<file path="config.mk">
export PLATFORM = sky130hd
export DESIGN_NAME = npcm_dist
export DESIGN_NICKNAME = d
export VERILOG_FILES = /design/src/hdl/assert_macros.svh /design/src/hdl/npcm_pkg.sv /design/src/hdl/npcm_dist.sv
export SDC_FILE = /design/constraint.sdc
export NUM_CORES = 1
export LEC_CHECK = 0
export BUFFER_PORTS_ARGS = -buffer_cell sky130_fd_sc_hd__buf_2
export CAP_MARGIN = 10
export CORE_ASPECT_RATIO = 0.6
export CORE_MARGIN = 2
export CORE_UTILIZATION = 55
export DETAILED_ROUTE_END_ITERATION = 10
export PLACE_DENSITY = 0.75
export SLEW_MARGIN = 0
export SYNTH_ARGS = -nofsm -noshare
export SYNTH_HDL_FRONTEND = slang
export SYNTH_SLANG_ARGS = --single-unit
</file>
<file path="constraint.sdc">
create_clock -name clk_i -period 3.9 [get_ports clk_i]
set_input_delay 0.78 -clock clk_i [delete_from_list [all_inputs] [get_ports clk_i]]
set_output_delay 0.78 -clock clk_i [all_outputs]
set_load 0.05 [all_outputs]
</file>
<file path="src/hdl/assert_macros.svh">
// Assertion macros used by the top level of the palette matcher.
`ifndef ASSERT_MACROS_SVH
`define ASSERT_MACROS_SVH

// Check a property on every rising clock edge outside of reset.
`define NPCM_ASSERT(lbl, prop, msg) \
  lbl: assert property (@(posedge clk_i) disable iff (!rst_ni) (prop)) else $error(msg);

// Check that a condition never holds outside of reset.
`define NPCM_NEVER(lbl, cond, msg) \
  `NPCM_ASSERT(lbl, !(cond), msg)

`endif

</file>
<file path="src/hdl/npcm_pkg.sv">
// Shared types and constants of the nearest palette color matcher.
package npcm_pkg;

  // Palette geometry
  localparam int PALETTE_ENTRIES = 256;
  localparam int ADDR_W          = $clog2(PALETTE_ENTRIES);
  localparam int SCAN_MAX        = (PALETTE_ENTRIES < 256) ? PALETTE_ENTRIES : 256;

  // Field widths
  localparam int COLOR_W    = 8;
  localparam int IDX_W      = 8;
  localparam int ENTRY_W    = 3 * COLOR_W;
  localparam int CNT_W      = 9;
  localparam int SQ_W       = 2 * COLOR_W;
  localparam int SQ_SUM_W   = SQ_W + 2;
  localparam int DIST_W     = 23;

  // Constants
  localparam logic [CNT_W-1:0]  SEARCH_RESET = CNT_W'(248);
  localparam logic [CNT_W-1:0]  SCAN_LIMIT   = CNT_W'(SCAN_MAX);
  localparam logic [DIST_W-1:0] NO_MATCH     = DIST_W'(23'h7F_FFFF);
  localparam logic [DIST_W-1:0] MAX_DIST     = DIST_W'(3 * 255 * 255);

  // Item commands
  typedef enum logic [0:0] {
    CMD_WRITE = 1'b0,
    CMD_QUERY = 1'b1
  } npcm_cmd_e;

  // Scored palette entry handed from the distance stage to the search
  typedef struct packed {
    logic              vld;
    logic [IDX_W-1:0]  idx;
    logic [DIST_W-1:0] dist_sq;
  } npcm_cand_t;

endpackage

</file>
<file path="src/hdl/npcm_dist.sv">
// Squared RGB distance stage: one palette entry scored per cycle.
module npcm_dist (
  input  logic                                    clk_i,
  input  logic                                    rst_ni,
  input  logic                                    vld_i,
  input  logic [npcm_pkg::IDX_W-1:0]              idx_i,
  input  logic [npcm_pkg::ENTRY_W-1:0]            entry_i,
  input  logic [npcm_pkg::COLOR_W-1:0]            red_i,
  input  logic [npcm_pkg::COLOR_W-1:0]            green_i,
  input  logic [npcm_pkg::COLOR_W-1:0]            blue_i,
  output npcm_pkg::npcm_cand_t                    cand_o
);
  import npcm_pkg::*;

  logic [COLOR_W-1:0]  ent_r, ent_g, ent_b;
  logic [COLOR_W-1:0]  dif_r, dif_g, dif_b;
  logic                vld_q;
  logic [IDX_W-1:0]    idx_q;
  logic [SQ_W-1:0]     sq_r_q, sq_g_q, sq_b_q;
  logic [SQ_SUM_W-1:0] sum;

  // Split the stored word and take absolute differences
  assign ent_r = entry_i[3*COLOR_W-1:2*COLOR_W];
  assign ent_g = entry_i[2*COLOR_W-1:COLOR_W];
  assign ent_b = entry_i[COLOR_W-1:0];

  assign dif_r = (ent_r > red_i)   ? ent_r - red_i   : red_i - ent_r;
  assign dif_g = (ent_g > green_i) ? ent_g - green_i : green_i - ent_g;
  assign dif_b = (ent_b > blue_i)  ? ent_b - blue_i  : blue_i - ent_b;

  // Register the squares with their entry index
  always_ff @(posedge clk_i or negedge rst_ni) begin
    if (!rst_ni) begin
      vld_q <= 1'b0;
    end else begin
      vld_q <= vld_i;
    end
  end

  always_ff @(posedge clk_i) begin
    idx_q  <= idx_i;
    sq_r_q <= dif_r * dif_r;
    sq_g_q <= dif_g * dif_g;
    sq_b_q <= dif_b * dif_b;
  end

  // Sum the squares for the compare in the search stage
  assign sum = SQ_SUM_W'(sq_r_q) + SQ_SUM_W'(sq_g_q) + SQ_SUM_W'(sq_b_q);

  assign cand_o.vld     = vld_q;
  assign cand_o.idx     = idx_q;
  assign cand_o.dist_sq = DIST_W'(sum);

endmodule

</file>
# Word-level counts from Yosys, hierarchy flattened
# Index checks and enable logic that the tools add are counted.
# word_totals
regBits	57
in_bits	59
out_inout_bits	32
elab_cells	22
# classes
n_addsub	8
n_lt_le_gt_ge	3
n_mux	3
n_mul	3
# ops
operator	n
$mul A8 B8 Y16	3
$sub A8 B8 Y8	6
$gt A8 B8 Y1	3
$mux W8	3
$add A18 B16 Y18	1
$add A16 B16 Y17	1

# Depth between registers and ports, before layout
# Gate-level depths: netlist of run 1.
# depth
ltp_word	3
depth_mapped	27
mapped_depth_nobuf	26

# Worst setup path before layout of run 1
# No wires, ideal clock.
# synth_timing
path_type	input -> register
startpoint	input port entry_i[16] (netlist name)
endpoint	register sq_r_q[15]
required_time_ps	3776
path_buffers	0
setup_ps	124
t_arrival_ps	6497
setup_slack_ps	-2721
path_stages	25
path_cell_list	inv_1 ha_1 inv_1 fa_1 a21o_1 a221oi_4 a211oi_4 mux2i_4 xor2_4 or2_1 inv_1 fa_1 fa_1 inv_1 fa_1 fa_1 inv_1 ha_1 nand3_1 nor2_1 a211o_1 a21o_1 a31oi_1 o21ai_0 xor2_1
# synth_between
elab_chain_len	3
word_cells_on_any_way	5
classes_between	2 x add/sub; 1 x mul; 1 x order compare; 1 x mux
# synth_lines
element	line_no	text
start: declaration	npcm_dist.sv:7	input logic [npcm_pkg::ENTRY_W-1:0] entry_i,
$sub A8 B8 Y8 / $gt A8 B8 Y1 (equally long branches)	npcm_dist.sv:27	assign dif_r = (ent_r > red_i) ? ent_r - red_i : red_i - ent_r;
$mux W8 *	npcm_dist.sv:27	
$mul A8 B8 Y16 *	npcm_dist.sv:42	sq_r_q <= dif_r * dif_r;
end signal: assignment	npcm_dist.sv:42	
end: declaration	npcm_dist.sv:19	logic [SQ_W-1:0] sq_r_q, sq_g_q, sq_b_q;
# Mark *: on every way between the ends. The rest lies on a longest branch, timed or not.

# Worst setup path in the final report of run 1
# layout_timing
startpoint	input port entry_i[18] (netlist name)
endpoint	register sq_r_q[13]
# The elaborated chain is that of the path after synthesis.

==> results by group, run 1 <==
Timing
  • Max Clk Rate: about 0.16 GHz
  • Final setup vio count: 36
  • Final hold vios: 0
  • RSZ-0062 raised after global routing: yes
  • Fin crit period: roughly 6.3 ns
  • Max-slew violation count: 0
  • Final worst slack: -2.39 ns
  • Final Cycle Share: 1.61

Floorplanning
  • Cell Rows: 36
  • # IOs: approximately 90
  • Horiz. Die Dim: about 170 µm
  • Core Area: 16100 µm²
  • Die Area: around 17000 µm²
  • Initial Util: 0.557
  • Die height: 103 µm

Place
  • Detailed Place HPWL: around 19000 µm
  • Port Buffer Count: between 80 and 90
  • Routability cong.: 0.877
  • Cell Area, Placed: approximately 12000 µm²

Global routing
  • Met1 usage: 0.392
  • Largest net degree at the start of global routing: 20
  • GRT met2 Usage: 0.491
  • Most used routing layer: met2
  • GR met3 Demand/Resource: 0.0422
  • First-pass GRT wire length: just under 40000 µm
  • GRT Resource Usage Total: 0.286
  • Vias in the first global route: 8485
  • Antenna violations before repair: 0
  • Gr ovfl total: 0

Logic synthesis
  • Synth Register Bits: between 50 and 60
  • Post-Synthesis Cells: 997
  • Yosys cell types: 76
  • Main area contributors after synthesis: fa_1 22%, ha_1 21%, dfxtp_1 12%, inv_1 8.4%, xnor2_1 4.6%
  • Post-synth top area share: 0.217
  • Syn. warnings: 0
  • Cell taking the most area after synthesis: fa_1
  • Synth cell count leaders: 200 x inv_1, 149 x ha_1, 97 x fa_1, 83 x nor2_1, 61 x a21oi_1
  • EDFF count, synth: 0
  • Post-synth top flop: dfxtp_1
  • Async S/R FF share, synth: 0.0185
  • Syn_area_per_cell: 8.98 µm²
  • Synthesized area: approximately 9000 µm²
  • Seq/Total Area, Yosys: 0.121
  • Top-count cell post-synth: inv_1

Hold path
  • Hold WC Path Type: primary input to async pin

Clock network
  • Clk buf depth: 2
  • Sinks on Clock Net: 54
  • H-tree levels: 2
  • Root buffer cell: clkbuf_16
  • Cts hold-fix bufs: 0
  • TritonCTS Buffers: 5
  • Clk slew on worst S/H paths: ~0.070 ns
  • CTS tree: yes

Route
  • 1st-iter DRT viols: between 600 and 700
  • DR DRC count: 0
  • DR vias/cell: 5.52
  • Routed wire length: around 29000 µm
  • Post-route ant nets: 0
  • Via Count: ~8700
  • Wire per inst: approximately 18 µm
  • DR pass1 iterations: 5

Setup path
  • Worst path buffer plus inverter count: 7
  • Worst setup startpoint: entry_i[18]
  • Worst EP arrival: between 6 and 7 ns
  • CP Cell Sequence: buf_2 > inv_1 > ha_1 > a21o_1 > a221oi_4 > a211oi_4 > mux2i_2 > xor2_2 > buf_4 > buf_6 > ha_4 > or2_4 > fa_1 > fa_1 > inv_2 > fa_1 > inv_2 > ha_4 > a21o_1 > a211o_1 > a21o_1 > a31oi_4 > buf_4 > xnor2_2
  • CP top delay family: adder cells
  • Crit Path Max Fanout: 5
  • CP Depth: 24
  • CP endpoint: sq_r_q[13]
  • Setup crit start kind: primary input
  • Slowest CP cell: fa_1
  • CP max stage delay: between 0.5 and 0.6 ns
  • Worst Path Class, Setup: primary input to register
  • Critical Path RT: between 4 and 5 ns
  • CP Capture Type: register

Cells and area
  • Number of fill cells: between 800 and 900
  • Layout cells sized above 1: 0.469
  • Fin area: between 10000 and 15000 µm²
  • # nets final: about 1700
  • Multi-input logic area: approximately 8000 µm²
  • Inserted Diodes: 0
  • Storage cell area: roughly 1100 µm²
  • Area Overhead vs Synth: 49.6%

Run status
  • Failing checks: setup timing
  • Status: finished, violations left

Run
  • Maxcap violations: 0
layer usage:
metal / up-vias / part of all wire / wire length (µm)
li1: 3970 / - / -
met1: 4218 / 0.41 / 11900
met2: 420 / 0.48 / 14000
met3: 105 / 0.067 / 1950
met4: 0 / 0.035 / 1000
met5: - / 0 / 0
area by class of cell:
type,instances,share of cell area
tap,209,0.0195
multi-input combinational,720,0.614
clock inverter,3,0.00215
inverter,202,0.0594
clock buffer,5,0.00934
sequential,54,0.0811
timing repair buffer,386,0.215
how the worst min path moves through the flow:
stage | endpoint | slack [ns] | cells past startpoint
floorplan | vld_q | 0.48 | 0
global placement | vld_q | 0.56 | 1
detailed placement | vld_q | 0.56 | 1
CTS | vld_q | 0.23 | 1
global route | vld_q | 0.23 | 1
finish | vld_q | 0.23 | 1
repair_timing:
| item | CTS | global route |
|---|---|---|
| endpoints found under the setup margin | 41 | 41 |
| pin swaps | 86 | 77 |
| gates resized for setup | 110 | 81 |
| setup buffers | 24 | 23 |
metrics by stage:
| stage | utilization | TNS [ns] | setup WS, ns | instances | hold WS [ns] |
|---|---|---|---|---|---|
| detailed placement | 0.754 | -74.36 | -2.55 | 1534 | 0.556 |
| finish | 0.833 | -63.06 | -2.39 | 1579 | 0.232 |
| floorplan | - | -55.68 | -2.25 | 1004 | 0.484 |
| global route | 0.833 | -68.70 | -2.54 | 1579 | 0.225 |
| CTS | 0.799 | -56.81 | -2.01 | 1559 | 0.233 |
| global placement | 0.754 | -68.95 | -2.36 | 1534 | 0.555 |
layout by cell type, fill, tap and decap left out, drive strengths merged, types with 6 or more instances in the layout:
cell type and n:
a211oi 6, a21o 30, a21oi 62, a31oi 10
and3 8, buf 386, conb 8, dfxtp 53
fa 97, ha 149, inv 204, mux2i 17
nand2 27, nand2b 10, nand3 7, nor2 89
nor3 16, o21ai 20, o21bai 6, or2 15
xnor2 52, xor2 24
flip-flops by register name (all words and copies together), names as in the netlist:
name and flops:
vld_q 1, sq_b_q 15, sq_r_q 15, idx_q 8
sq_g_q 15
kinds of logic (layout without fill, tap and decap cells):
kind of cell,after synthesis,in the layout,share of synthesized area
multiplexers,19,19,0.0229
adder cells (fa/ha/maj),246,246,0.425
AO/OA/AOI/OAI,178,178,0.138
AND/OR/NAND/NOR,193,193,0.105
XOR/XNOR,76,76,0.0832
other,1,8,0.000419
buffers and inverters,230,596,0.104
flip-flops,54,54,0.121
Power of run 1 is left out: the tool's default activity adds up to more than one toggle a clock period on the data nets, which glitch-free logic cannot reach.
==> inputs of run 2 (changes only) <==
Settings changed: CTS_BUF_LIST set to sky130_fd_sc_hd__clkbuf_4 sky130_fd_sc_hd__clkbuf_8.
==> results by group, run 2 (synthesis results as in run 1) <==
Cells and area
  • Number of fill cells: 846 (-4.1%)
  • Final Util: 0.841 (+0.00817)
  • Most frequent cells in the layout: 273 x buf_4, 159 x inv_1, 116 x ha_1
  • Fin area: 13500 µm² (+0.98%)
  • # nets final: 1687 (+0.78%)
  • Post-Layout Cell Count: 1592 (+0.82%)
  • Multi-input logic area: 8260 µm² (+0.55%)
  • Layout cells sized above 1: 0.475 (+0.00644)
  • Storage cell area: 1090 µm² (unchanged)
  • Biggest regs: sq_b_q: 15 flops, sq_g_q: 15 flops, sq_r_q: 15 flops
  • Commonest non-fill, non-tap cell in the layout: buf_4
  • Inserted Diodes: 0 (unchanged)
  • Area Overhead vs Synth: 51.1%

Route
  • Post-route ant nets: 0 (unchanged)
  • Via Count: 8768 (+0.63%)
  • DR DRC count: 0 (unchanged)
  • DR pass1 iterations: 5 (unchanged)
  • DR vias/cell: 5.51 (-0.19%)
  • Wire per inst: 18.1 µm (-1.1%)
  • Routed wire length: 28800 µm (-0.30%)
  • 1st-iter DRT viols: 637 (+1.9%)

Timing
  • Final hold vios: 0 (unchanged)
  • Max-slew violation count: 0 (unchanged)
  • Final setup vio count: 37 (+2.8%)
  • Final Cycle Share: 1.59 (-0.0187)
  • Slew @ Worst Pin: between 0.5 and 0.6 ns
  • Fin crit period: 6.22 ns (-0.0731 ns)
  • Slew headroom: 0.653
  • Final worst slack: -2.32 ns (+0.0731 ns)
  • Max Clk Rate: 0.161 GHz (+1.2%)
  • RSZ-0062 raised after global routing: yes

Setup path
  • Crit Path Max Fanout: 4 (-1)
  • Critical Path RT: 4.12 ns (about the same)
  • CP Capture Type: register
  • Worst EP arrival: 6.44 ns (-0.07 ns)
  • Setup crit start kind: primary input
  • Crit-path most repeated cell: fa_1
  • Worst Path Class, Setup: primary input to register
  • CP max stage delay: 0.58 ns (about the same)
  • Slowest CP cell: fa_1

Floorplanning
  • Initial Util: 0.557 (unchanged)
  • Core Area: 16100 µm² (unchanged)
  • Cell Rows: 36 (unchanged)
  • Die Area: 17300 µm² (unchanged)
  • Horiz. Die Dim: 169 µm (unchanged)
  • Die height: 103 µm (unchanged)
  • # IOs: 91 (unchanged)

Place
  • Detailed Place HPWL: 19000 µm (unchanged)
  • Routability cong.: 0.877 (unchanged)
  • Post-placement cell count: 1534 (unchanged)
  • Port Buffer Count: 85 (unchanged)
  • Cell Area, Placed: 12100 µm² (unchanged)

Global routing
  • Largest net degree at the start of global routing: 20 (unchanged)
  • Gr ovfl total: 0 (unchanged)
  • First-pass GRT wire length: 39600 µm (about the same)
  • Antenna violations before repair: 0 (unchanged)
  • GRT Resource Usage Total: 0.285 (-0.000886)
  • Vias in the first global route: 8478 (-0.082%)

Clock network
  • Root buffer cell: clkbuf_8
  • Clk slew on worst S/H paths: 0.11 ns (+0.04 ns)
  • Sinks on Clock Net: 54 (unchanged)
  • H-tree levels: 2 (unchanged)
  • Clk buf depth: 2 (unchanged)
  • CTS tree: yes
  • TritonCTS Buffers: 5 (unchanged)

Run status
  • Failing checks: setup timing
  • Status: finished, violations left

Hold path
  • Hold WC Path Type: primary input to async pin

Run
  • Maxcap violations: 0 (unchanged)
-- run 2: changes by cell type in the layout (fill, tap and decap cells not counted), sizes merged --
cell / delta
buf: +13
-- run 2: area by class of cell --
class / instances / area share
multi-input cells: 720 / 0.611
repair buffers: 399 / 0.223
flip-flops and latches: 54 / 0.0803
inverters: 202 / 0.0590
well taps: 209 / 0.0193
clock buffers: 5 / 0.00509
clock inverters: 3 / 0.00213
-- run 2: per-layer routing --
layer / track usage / up-vias / wire, µm
li1: - / 3994 / -
met1: 0.394 / 4232 / 11800
met2: 0.492 / 430 / 14000
met4: 0.0391 / 0 / 1100
met3: 0.0422 / 112 / 1900
met5: 0 / - / 0
-- run 2: worst max-delay path: cells and delay by family --
family                   cells  cell delay, ns
AO/OA/AOI/OAI                8            1.73
XOR/XNOR                     3            0.53
adder cells (fa/ha/maj)      6            2.40
buffers and inverters        6            0.51
multiplexers                 2            0.42
AND/OR/NAND/NOR              1            0.08
-- run 2: metrics by stage --
step | hold WS, ns | TNS [ns] | setup WS, ns
after floorplan | 0.484 | -55.68 | -2.25
after global placement | 0.555 | -68.95 | -2.36
after detailed placement | 0.556 | -74.36 | -2.55
after CTS | 0.200 | -55.31 | -2.01
after global routing | 0.180 | -66.44 | -2.52
final | 0.192 | -60.58 | -2.32
-- run 2: how the worst max path moves through the flow --
stage | endpoint | slack, ns | cells past startpoint | startpoint
floorplan | sq_r_q[15] | -2.25 | 25 | entry_i[16]
global placement | sq_r_q[14] | -2.36 | 24 | entry_i[16]
detailed placement | sq_b_q[15] | -2.55 | 24 | entry_i[0]
CTS | sq_r_q[14] | -2.01 | 25 | entry_i[16]
global route | sq_r_q[15] | -2.52 | 26 | red_i[0]
finish | sq_r_q[15] | -2.32 | 26 | red_i[0]
-- run 2: repair_timing --
item,CTS,global route
setup buffers,36,36
pin swaps,81,71
setup endpoints to repair,40,41
hold buffers,0,0
gates cloned,0,0
gates resized for setup,112,105
Power of run 2 is left out for the same reason.
